`src/rtl/core/cas_pkg.sv`:
```
// cas_pkg: shared types, stage count and calendar tables for the calendar second adder
// holds the request and result transfer structs used by calendar_add_seconds_core
// no dependencies
`timescale 1ns / 1ps
`default_nettype none

package cas_pkg;

  localparam int STAGES = 12;

  typedef struct packed {
    logic [13:0]        in_year;
    logic [3:0]         in_month;
    logic [4:0]         in_day;
    logic [4:0]         in_hour;
    logic [5:0]         in_minute;
    logic [5:0]         in_second;
    logic signed [31:0] offset_seconds;
  } request_t;

  typedef struct packed {
    logic signed [14:0] out_year;
    logic [3:0]         out_month;
    logic [4:0]         out_day;
    logic [4:0]         out_hour;
    logic [5:0]         out_minute;
    logic [5:0]         out_second;
  } result_t;

  // days from march 1 to the first of the month, months counted from march
  function automatic logic [8:0] mp_base(input logic [3:0] mp);
    logic [8:0] base;
    unique case (mp)
      4'd0:    base = 9'd0;
      4'd1:    base = 9'd31;
      4'd2:    base = 9'd61;
      4'd3:    base = 9'd92;
      4'd4:    base = 9'd122;
      4'd5:    base = 9'd153;
      4'd6:    base = 9'd184;
      4'd7:    base = 9'd214;
      4'd8:    base = 9'd245;
      4'd9:    base = 9'd275;
      4'd10:   base = 9'd306;
      4'd11:   base = 9'd337;
      4'd12:   base = 9'd367;
      default: base = 9'd0;
    endcase
    return base;
  endfunction

  // whole centuries in a year of era
  function automatic logic [1:0] centuries(input logic [8:0] yoe);
    logic [1:0] c;
    if (yoe >= 9'd300) begin
      c = 2'd3;
    end else if (yoe >= 9'd200) begin
      c = 2'd2;
    end else if (yoe >= 9'd100) begin
      c = 2'd1;
    end else begin
      c = 2'd0;
    end
    return c;
  endfunction

endpackage

`default_nettype wire

```
`src/rtl/core/calendar_add_seconds_core.sv`:
```
// calendar_add_seconds_core: adds a signed second offset to a gregorian date and time
// twelve-stage pipeline, days_from_civil / civil_from_days with reciprocal multipliers
// depends on cas_pkg
//
// channel   direction  handshake            payload
// request   in         start, busy          cas_pkg::request_t
// result    out        done (one cycle)     cas_pkg::result_t
//
// one request per cycle; busy never rises
// a request taken at one edge shows its result once it has passed stage registers s1 to s11 and the result register
// the depth comes from the chain of constant-reciprocal multipliers, at most one per stage
// rst clears the stage valid bits only; payload registers are not reset
// the receiver cannot stall, so results leave in the cycle they are done
`timescale 1ns / 1ps
`default_nettype none

module calendar_add_seconds_core (
  input  wire logic              clk,
  input  wire logic              rst,
  input  wire logic              start,
  output logic                   busy,
  input  wire cas_pkg::request_t request,
  output logic                   done,
  output cas_pkg::result_t       result
);

  localparam logic [13:0] RECIP_400   = 14'd10486;
  localparam logic [30:0] RECIP_675   = 31'd1628906116;
  localparam logic [16:0] RECIP_3600  = 17'd74566;
  localparam logic [22:0] RECIP_ERA   = 23'd7525902;
  localparam logic [12:0] RECIP_60    = 13'd4370;
  localparam logic [15:0] RECIP_365   = 16'd45965;
  localparam logic [12:0] RECIP_153   = 13'd6854;
  localparam logic [25:0] OFFSET_BIAS = 26'd16777800;
  localparam logic [23:0] DAY_BIAS    = 24'd24856;

  logic [cas_pkg::STAGES-1:0] vld;

  // stage 1
  logic        mon_lo;
  logic [3:0]  mp_in;
  logic [28:0] q400_prod;
  logic [14:0] s1_yp_next;
  logic [9:0]  s1_doy_next;
  logic [16:0] s1_tod_next;
  logic [25:0] s1_ap_next;
  logic [14:0] s1_yp;
  logic [5:0]  s1_q400;
  logic [9:0]  s1_doy;
  logic [16:0] s1_tod;
  logic [25:0] s1_ap;
  logic [6:0]  s1_lo7;

  // stage 2
  logic [14:0] yoe_wide;
  logic [55:0] qo_prod;
  logic [8:0]  s2_yoe;
  logic [5:0]  s2_q400;
  logic [9:0]  s2_doy;
  logic [16:0] s2_tod;
  logic [25:0] s2_ap;
  logic [15:0] s2_qo;
  logic [6:0]  s2_lo7;

  // stage 3
  logic [18:0] s3_doe_next;
  logic [25:0] r675_wide;
  logic [17:0] s3_rest0_next;
  logic [18:0] s3_doe;
  logic [5:0]  s3_q400;
  logic [15:0] s3_qo;
  logic [17:0] s3_rest0;

  // stage 4
  logic [23:0] zsum_wide;
  logic [1:0]  s4_carry_next;
  logic [16:0] s4_rest_next;
  logic [22:0] s4_zsum;
  logic [1:0]  s4_carry;
  logic [16:0] s4_rest;

  // stage 5
  logic [33:0] hour_prod;
  logic [22:0] s5_zp;
  logic [16:0] s5_rest;
  logic [4:0]  s5_hour;

  // stage 6
  logic [45:0] qz_prod;
  logic [16:0] remh_wide;
  logic [22:0] s6_zp;
  logic [5:0]  s6_qz;
  logic [11:0] s6_remh;
  logic [4:0]  s6_hour;

  // stage 7
  logic [22:0] doe2_wide;
  logic [24:0] min_prod;
  logic [17:0] s7_doe2;
  logic [5:0]  s7_qz;
  logic [11:0] s7_remh;
  logic [4:0]  s7_hour;
  logic [5:0]  s7_minute;

  // stage 8
  logic [31:0] n1460_prod;
  logic [2:0]  s8_k_next;
  logic [11:0] sec_wide;
  logic [17:0] s8_doe2;
  logic [5:0]  s8_qz;
  logic [6:0]  s8_n1460;
  logic [2:0]  s8_k;
  logic [4:0]  s8_hour;
  logic [5:0]  s8_minute;
  logic [5:0]  s8_second;

  // stage 9
  logic [17:0] t_val;
  logic [33:0] yoe2_prod;
  logic [17:0] s9_doe2;
  logic [5:0]  s9_qz;
  logic [8:0]  s9_yoe2;
  logic [4:0]  s9_hour;
  logic [5:0]  s9_minute;
  logic [5:0]  s9_second;

  // stage 10
  logic [17:0] doy2_wide;
  logic [5:0]  s10_qz;
  logic [8:0]  s10_yoe2;
  logic [8:0]  s10_doy2;
  logic [4:0]  s10_hour;
  logic [5:0]  s10_minute;
  logic [5:0]  s10_second;

  // stage 11
  logic [10:0] mp_num;
  logic [23:0] mp_prod;
  logic [5:0]  s11_qz;
  logic [8:0]  s11_yoe2;
  logic [8:0]  s11_doy2;
  logic [3:0]  s11_mp;
  logic [4:0]  s11_hour;
  logic [5:0]  s11_minute;
  logic [5:0]  s11_second;

  // stage 12
  logic [8:0]        day_wide;
  logic [3:0]        month_next;
  logic              month_lo;
  logic [14:0]       year_next;
  cas_pkg::result_t  result_next;

  assign busy = 1'b0;
  assign done = vld[cas_pkg::STAGES-1];

  always_ff @(posedge clk) begin
    if (rst) begin
      vld <= '0;
    end else begin
      vld <= {vld[cas_pkg::STAGES-2:0], start};
    end
  end

  // days from civil: shifted year, era, day of year, time of day, offset split; then civil from days
  always_comb begin
    mon_lo        = (request.in_month <= 4'd2);
    mp_in         = mon_lo ? (request.in_month + 4'd9) : (request.in_month - 4'd3);
    s1_yp_next    = {1'b0, request.in_year} + 15'd400 - {14'd0, mon_lo};
    q400_prod     = 29'(s1_yp_next) * 29'(RECIP_400);
    s1_doy_next   = {1'b0, cas_pkg::mp_base(mp_in)} + {5'd0, request.in_day} - 10'd1;
    s1_tod_next   = 17'(request.in_hour) * 17'd3600 + 17'(request.in_minute) * 17'd60
                  + 17'(request.in_second);
    s1_ap_next    = {request.offset_seconds[31], request.offset_seconds[31:7]}
                  + OFFSET_BIAS;

    yoe_wide      = s1_yp - 15'(s1_q400) * 15'd400;
    qo_prod       = 56'(s1_ap) * 56'(RECIP_675);

    s3_doe_next   = 19'(s2_yoe) * 19'd365 + 19'(s2_yoe[8:2])
                  - 19'(cas_pkg::centuries(s2_yoe)) + {{9{s2_doy[9]}}, s2_doy};
    r675_wide     = s2_ap - 26'(s2_qo) * 26'd675;
    s3_rest0_next = 18'(s2_tod) + 18'({r675_wide[9:0], s2_lo7});

    zsum_wide     = 24'(s3_q400) * 24'd146097 + {{5{s3_doe[18]}}, s3_doe}
                  + 24'(s3_qo) - DAY_BIAS;
    if (s3_rest0 >= 18'd172800) begin
      s4_carry_next = 2'd2;
      s4_rest_next  = 17'(s3_rest0 - 18'd172800);
    end else if (s3_rest0 >= 18'd86400) begin
      s4_carry_next = 2'd1;
      s4_rest_next  = 17'(s3_rest0 - 18'd86400);
    end else begin
      s4_carry_next = 2'd0;
      s4_rest_next  = s3_rest0[16:0];
    end

    hour_prod     = 34'(s4_rest) * 34'(RECIP_3600);

    qz_prod       = 46'(s5_zp) * 46'(RECIP_ERA);
    remh_wide     = s5_rest - 17'(s5_hour) * 17'd3600;

    doe2_wide     = s6_zp - 23'(s6_qz) * 23'd146097;
    min_prod      = 25'(s6_remh) * 25'(RECIP_60);

    n1460_prod    = 32'(s7_doe2[17:2]) * 32'(RECIP_365);
    s8_k_next     = 3'(s7_doe2 >= 18'd36524) + 3'(s7_doe2 >= 18'd73048)
                  + 3'(s7_doe2 >= 18'd109572) + 3'(s7_doe2 >= 18'd146096)
                  - 3'(s7_doe2 == 18'd146096);
    sec_wide      = s7_remh - 12'(s7_minute) * 12'd60;

    t_val         = s8_doe2 - 18'(s8_n1460) + 18'(s8_k);
    yoe2_prod     = 34'(t_val) * 34'(RECIP_365);

    doy2_wide     = s9_doe2 - (18'(s9_yoe2) * 18'd365 + 18'(s9_yoe2[8:2])
                  - 18'(cas_pkg::centuries(s9_yoe2)));

    mp_num        = 11'(s10_doy2) * 11'd5 + 11'd2;
    mp_prod       = 24'(mp_num) * 24'(RECIP_153);

    day_wide      = s11_doy2 - cas_pkg::mp_base(s11_mp) + 9'd1;
    month_next    = (s11_mp < 4'd10) ? (s11_mp + 4'd3) : (s11_mp - 4'd9);
    month_lo      = (month_next <= 4'd2);
    year_next     = 15'(s11_yoe2) + 15'(s11_qz) * 15'd400 - 15'd400 + 15'(month_lo);

    result_next.out_year   = $signed(year_next);
    result_next.out_month  = month_next;
    result_next.out_day    = day_wide[4:0];
    result_next.out_hour   = s11_hour;
    result_next.out_minute = s11_minute;
    result_next.out_second = s11_second;
  end

  always_ff @(posedge clk) begin
    s1_yp      <= s1_yp_next;
    s1_q400    <= q400_prod[27:22];
    s1_doy     <= s1_doy_next;
    s1_tod     <= s1_tod_next;
    s1_ap      <= s1_ap_next;
    s1_lo7     <= request.offset_seconds[6:0];

    s2_yoe     <= yoe_wide[8:0];
    s2_q400    <= s1_q400;
    s2_doy     <= s1_doy;
    s2_tod     <= s1_tod;
    s2_ap      <= s1_ap;
    s2_qo      <= qo_prod[55:40];
    s2_lo7     <= s1_lo7;

    s3_doe     <= s3_doe_next;
    s3_q400    <= s2_q400;
    s3_qo      <= s2_qo;
    s3_rest0   <= s3_rest0_next;

    s4_zsum    <= zsum_wide[22:0];
    s4_carry   <= s4_carry_next;
    s4_rest    <= s4_rest_next;

    s5_zp      <= s4_zsum + 23'(s4_carry);
    s5_rest    <= s4_rest;
    s5_hour    <= hour_prod[32:28];

    s6_zp      <= s5_zp;
    s6_qz      <= qz_prod[45:40];
    s6_remh    <= remh_wide[11:0];
    s6_hour    <= s5_hour;

    s7_doe2    <= doe2_wide[17:0];
    s7_qz      <= s6_qz;
    s7_remh    <= s6_remh;
    s7_hour    <= s6_hour;
    s7_minute  <= min_prod[23:18];

    s8_doe2    <= s7_doe2;
    s8_qz      <= s7_qz;
    s8_n1460   <= n1460_prod[30:24];
    s8_k       <= s8_k_next;
    s8_hour    <= s7_hour;
    s8_minute  <= s7_minute;
    s8_second  <= sec_wide[5:0];

    s9_doe2    <= s8_doe2;
    s9_qz      <= s8_qz;
    s9_yoe2    <= yoe2_prod[32:24];
    s9_hour    <= s8_hour;
    s9_minute  <= s8_minute;
    s9_second  <= s8_second;

    s10_qz     <= s9_qz;
    s10_yoe2   <= s9_yoe2;
    s10_doy2   <= doy2_wide[8:0];
    s10_hour   <= s9_hour;
    s10_minute <= s9_minute;
    s10_second <= s9_second;

    s11_qz     <= s10_qz;
    s11_yoe2   <= s10_yoe2;
    s11_doy2   <= s10_doy2;
    s11_mp     <= mp_prod[23:20];
    s11_hour   <= s10_hour;
    s11_minute <= s10_minute;
    s11_second <= s10_second;

    result     <= result_next;
  end

`ifndef ASSERT_OFF
  a_latency: assert property (@(posedge clk) disable iff (rst)
    (start && !busy) |-> ##12 done)
    else $error("transfer did not complete after pipeline latency");

  a_no_extra: assert property (@(posedge clk) disable iff (rst)
    !(start && !busy) |-> ##12 !done)
    else $error("result strobe without a matching request");

  a_day_split: assert property (@(posedge clk) disable iff (rst)
    vld[3] |-> (s4_rest < 17'd86400) && (s4_carry <= 2'd2))
    else $error("second of day out of range after carry");

  a_doe_range: assert property (@(posedge clk) disable iff (rst)
    vld[6] |-> (s7_doe2 <= 18'd146096))
    else $error("day of era out of range");

  a_time_range: assert property (@(posedge clk) disable iff (rst)
    done |-> (result.out_hour < 5'd24) && (result.out_minute < 6'd60)
             && (result.out_second < 6'd60))
    else $error("time of day out of range");

  a_date_range: assert property (@(posedge clk) disable iff (rst)
    done |-> (result.out_month >= 4'd1) && (result.out_month <= 4'd12)
             && (result.out_day != 5'd0))
    else $error("month or day out of range");
`endif

endmodule

`default_nettype wire

```
`config.mk`:
```
export PLATFORM = sky130hd
export DESIGN_NAME = calendar_add_seconds_core
export DESIGN_NICKNAME = d
export VERILOG_FILES = /design/src/rtl/core/cas_pkg.sv /design/src/rtl/core/calendar_add_seconds_core.sv
export SDC_FILE = /design/constraint.sdc
export NUM_CORES = 2
export LEC_CHECK = 0
export ABC_AREA = 0
export ABC_CLOCK_PERIOD_IN_PS = 19500
export BUFFER_PORTS_ARGS = -buffer_cell sky130_fd_sc_hd__buf_2
export CORE_MARGIN = 1.5
export CORE_UTILIZATION = 45
export CTS_BUF_LIST = sky130_fd_sc_hd__clkbuf_8
export DETAILED_ROUTE_END_ITERATION = 16
export PLACE_DENSITY_LB_ADDON = 0.3
export SYNTH_ARGS = -nofsm -noshare
export SYNTH_HDL_FRONTEND = slang
export SYNTH_SLANG_ARGS = --single-unit
export TNS_END_PERCENT = 100
```
`constraint.sdc`:
```
create_clock -name clk -period 19.5 [get_ports clk]
set_input_delay 1.95 -clock clk [delete_from_list [all_inputs] [get_ports clk]]
set_output_delay 1.95 -clock clk [all_outputs]
set_load 0.01 [all_outputs]
```
==> flow_summary_export.csv <==
group,metric,value,unit
status,outcome,"complete, no violations",
global_routing,grt_pass1_vias,46300,
cts,cts_htree_levels,3,
min_path,min_path_type,"flip-flop to flip-flop",
floorplan,die_area,153000,µm²
floorplan,die_w,391,µm
final_layout,final_cell_area,73700,µm²
final_layout,mostFrequentLayoutCell,"ha_1",
worst_setup_path,r2r_setup_slack,10730,ps
worst_setup_path,crit_arrival,10640,ps
final_layout,syn_to_final_growth,8.75,%
worst_setup_path,setup.worst_path.start_class,"primary input",
synth,postSynthCellCount,6394,
min_path,min_to,"s11_qz[2]$_DFF_P_",
floorplan,die_h,391,µm
min_path,worstHoldPathCells,0,
synth,synth_top_area_share,30.7,%
timing,tightest_slew,1020,ps
drt,vias,42200,
final_layout,drive_above_1_share,5.32,%
placed_design,place_inst,8544,
final_layout,stdcell_count,8745,
worst_setup_path,r2r_cells,33,
worst_setup_path,critPathMaxStageDelay,670,ps
cts,clk-insertion-delay-late,840,ps
timing,setup_ws,9570,ps
synth,yosys_warnings,0,
floorplan,start_util,45.3,%
worst_setup_path,required,20210,ps
synth,synthTopCellsByArea,"ha_1 31%, fa_1 27%, dfxtp_1 18%",
drt,ant_nets,0,
worst_setup_path,cp_slowest_cell,"xor2_1",
drt,dr.pass1.iters,5,
synth,synth_cell_types,74,
cts,cts.sinks,605,
cts,tritoncts,"built",
timing,skew,63.2,ps
worst_setup_path,critical_path_buf_inv_count,7,
worst_setup_path,path_delay_family,"adder cells",
placed_design,dpl_cell_area,71000,µm²
worst_setup_path,r2r-start,"s8_doe2[1]$_DFF_P_",
synth,ys_seq_area_share,17.9,%
floorplan,pin_count,118,
floorplan,core,150000,µm²
global_routing,grt_overflow_total,0,
final_layout,multiInputGateArea,49600,µm²
floorplan,row_count,142,
placed_design,port_buffers,116,
drt,post_drt_wl_per_cell,15.1,µm
cts,cts_buffers,105,
min_path,worstHoldStart,"s10_qz[2]$_DFF_P_",
placed_design,place.gp.congestion,0.892,
final_layout,seq_area,12100,µm²
final_layout,num-fill-cells,13800,
cts,hold_buffers,0,
placed_design,dpl.hpwl,113,mm
worst_setup_path,crit_fanout,10,
timing,rsz0062_at_grt,"false",
synth,synth-seq-cells,605,
final_layout,most-common-layout-cells,"1664 x ha_1, 1619 x inv_1, 927 x fa_1",
timing,max_freq,0.101,GHz
timing,drv_slew,0,
timing,setup_viol,0,
synth,async_flop_share,0,%
synth,synth-edff-count,0,
timing,finalCritPeriodShare,50.9,%
timing,setup_tns,0,ps
cts,clk_pin_slew,60,ps
cts,post_cts_buffers,0,
synth,syn_area,67700,µm²
global_routing,grt_pass1_wl,226,mm
drt,viasPerCell,4.83,
worst_setup_path,crit_top_cell,"inv_1",
worst_setup_path,path_class,"primary input to flip-flop",
global_routing,grt_usage,18.3,%
synth,yosysTopAreaCell,"ha_1",
final_layout,num-nets-final,9301,
timing,hold_viol,0,
global_routing,antenna_found_initial,7,
synth,syn-num-nets,9060,
worst_setup_path,r2r-end,"s9_yoe2[8]$_DFF_P_",
placed_design,place_ws,8600,ps
worst_setup_path,cp-end-kind,"flip-flop",
global_routing,grt_start_max_net_pins,19,
cts,clockBufferDepth,3,
drt,drc,0,
synth,synth-main-ff-cell,"dfxtp_1",
job,maxCapViolCount,0,
timing,min_period,9930,ps
synth,synth.avg_cell_area,10.6,µm²
drt,routed_wirelength,132,mm
timing,slew_headroom,31.5,%
cts,cts-root-buf,"clkbuf_8",
drt,drt-initial-drc-count,1453,
cts,cts_resized,0,
layer usage:
layer	share of wire [%]	global-route usage [%]	vias to the layer above
li1	-	-	20900
met1	45	23.2	20600
met2	49	32.2	518
met3	3.6	2.75	201
met4	2.4	5.03	12
met5	0.070	0	-
state kept, by name, summed over array words and instances (netlist names), 10 cells and up, named ones only:
register  count
s1_tod       17
s6_zp        18
s8_doe2      18
s2_qo        16
s2_doy       10
s1_doy       10
vld          12
s5_rest      12
s3_doe       19
s2_tod       17
s1_ap        26
result       41
s4_zsum      23
s4_rest      17
s3_rest0     18
s2_ap        10
s6_remh      12
s3_qo        16
s5_zp        23
s7_doe2      18
per-stage QoR:
step           util, %  hold slack [ps]
2_1_floorplan        -              310
3_3_place_gp      47.5              310
3_5_place_dp      47.5              312
4_1_cts           49.2              279
5_1_grt           49.2              307
6_report          49.2              285
cell usage after synthesis (4+ instances only):
cell type / instances
nand4_1: 27
ha_1: 1664
a2111oi_0: 5
and3_1: 22
a21boi_0: 12
clkbuf_1: 6
a41oi_1: 6
a21bo_2: 4
nor2_1: 140
or3_1: 10
a31oi_1: 22
o21ai_1: 6
o2111ai_1: 8
a21oi_1: 219
a211o_1: 10
and2_1: 4
nand2_1: 144
o21a_1: 38
dfxtp_1: 605
a31o_2: 6
inv_1: 1601
a211oi_1: 19
o31ai_1: 5
and4_1: 8
fa_1: 927
a21o_1: 116
nor2b_1: 46
o22ai_1: 4
nor4_1: 10
o21ai_0: 111
o21bai_1: 35
or2_2: 12
or4_1: 7
xor2_1: 90
nand3_1: 42
nand2b_1: 27
xnor2_1: 260
o211ai_1: 13
nor3_1: 46
cell families after synthesis:
logic type | share of synthesized area, %
xor+xnor | 4.55
simple gates | 4.00
buf+inv | 8.92
mux | 0.0813
compound gates | 6.44
fa+ha+maj | 58.1
other cells | 0.00554
flops | 17.9
final cells by class:
type,count,share of cell area [%]
Clock buffer,115,2.15
Tap cell,2016,3.42
Inverter,1601,8.16
Antenna cell,3,0.0102
Timing Repair Buffer,141,1.04
Clock inverter,83,1.46
Sequential cell,605,16.4
Multi-Input combinational cell,4181,67.3
how the worst max path moves through the flow:
stage,from,end,slack [ps],cells after the start
floorplan,request[55],s1_q400[5]$_DFF_P_,9660,36
global placement,request[55],s1_q400[5]$_DFF_P_,8670,37
detailed placement,request[55],s1_q400[5]$_DFF_P_,8600,37
CTS,request[55],s1_q400[5]$_DFF_P_,9510,37
global route,request[55],s1_q400[5]$_DFF_P_,8880,37
finish,request[55],s1_q400[5]$_DFF_P_,9570,37
Power is not shown: default switching activity piles up to over one toggle a cycle in this logic, so the estimate is an artifact.
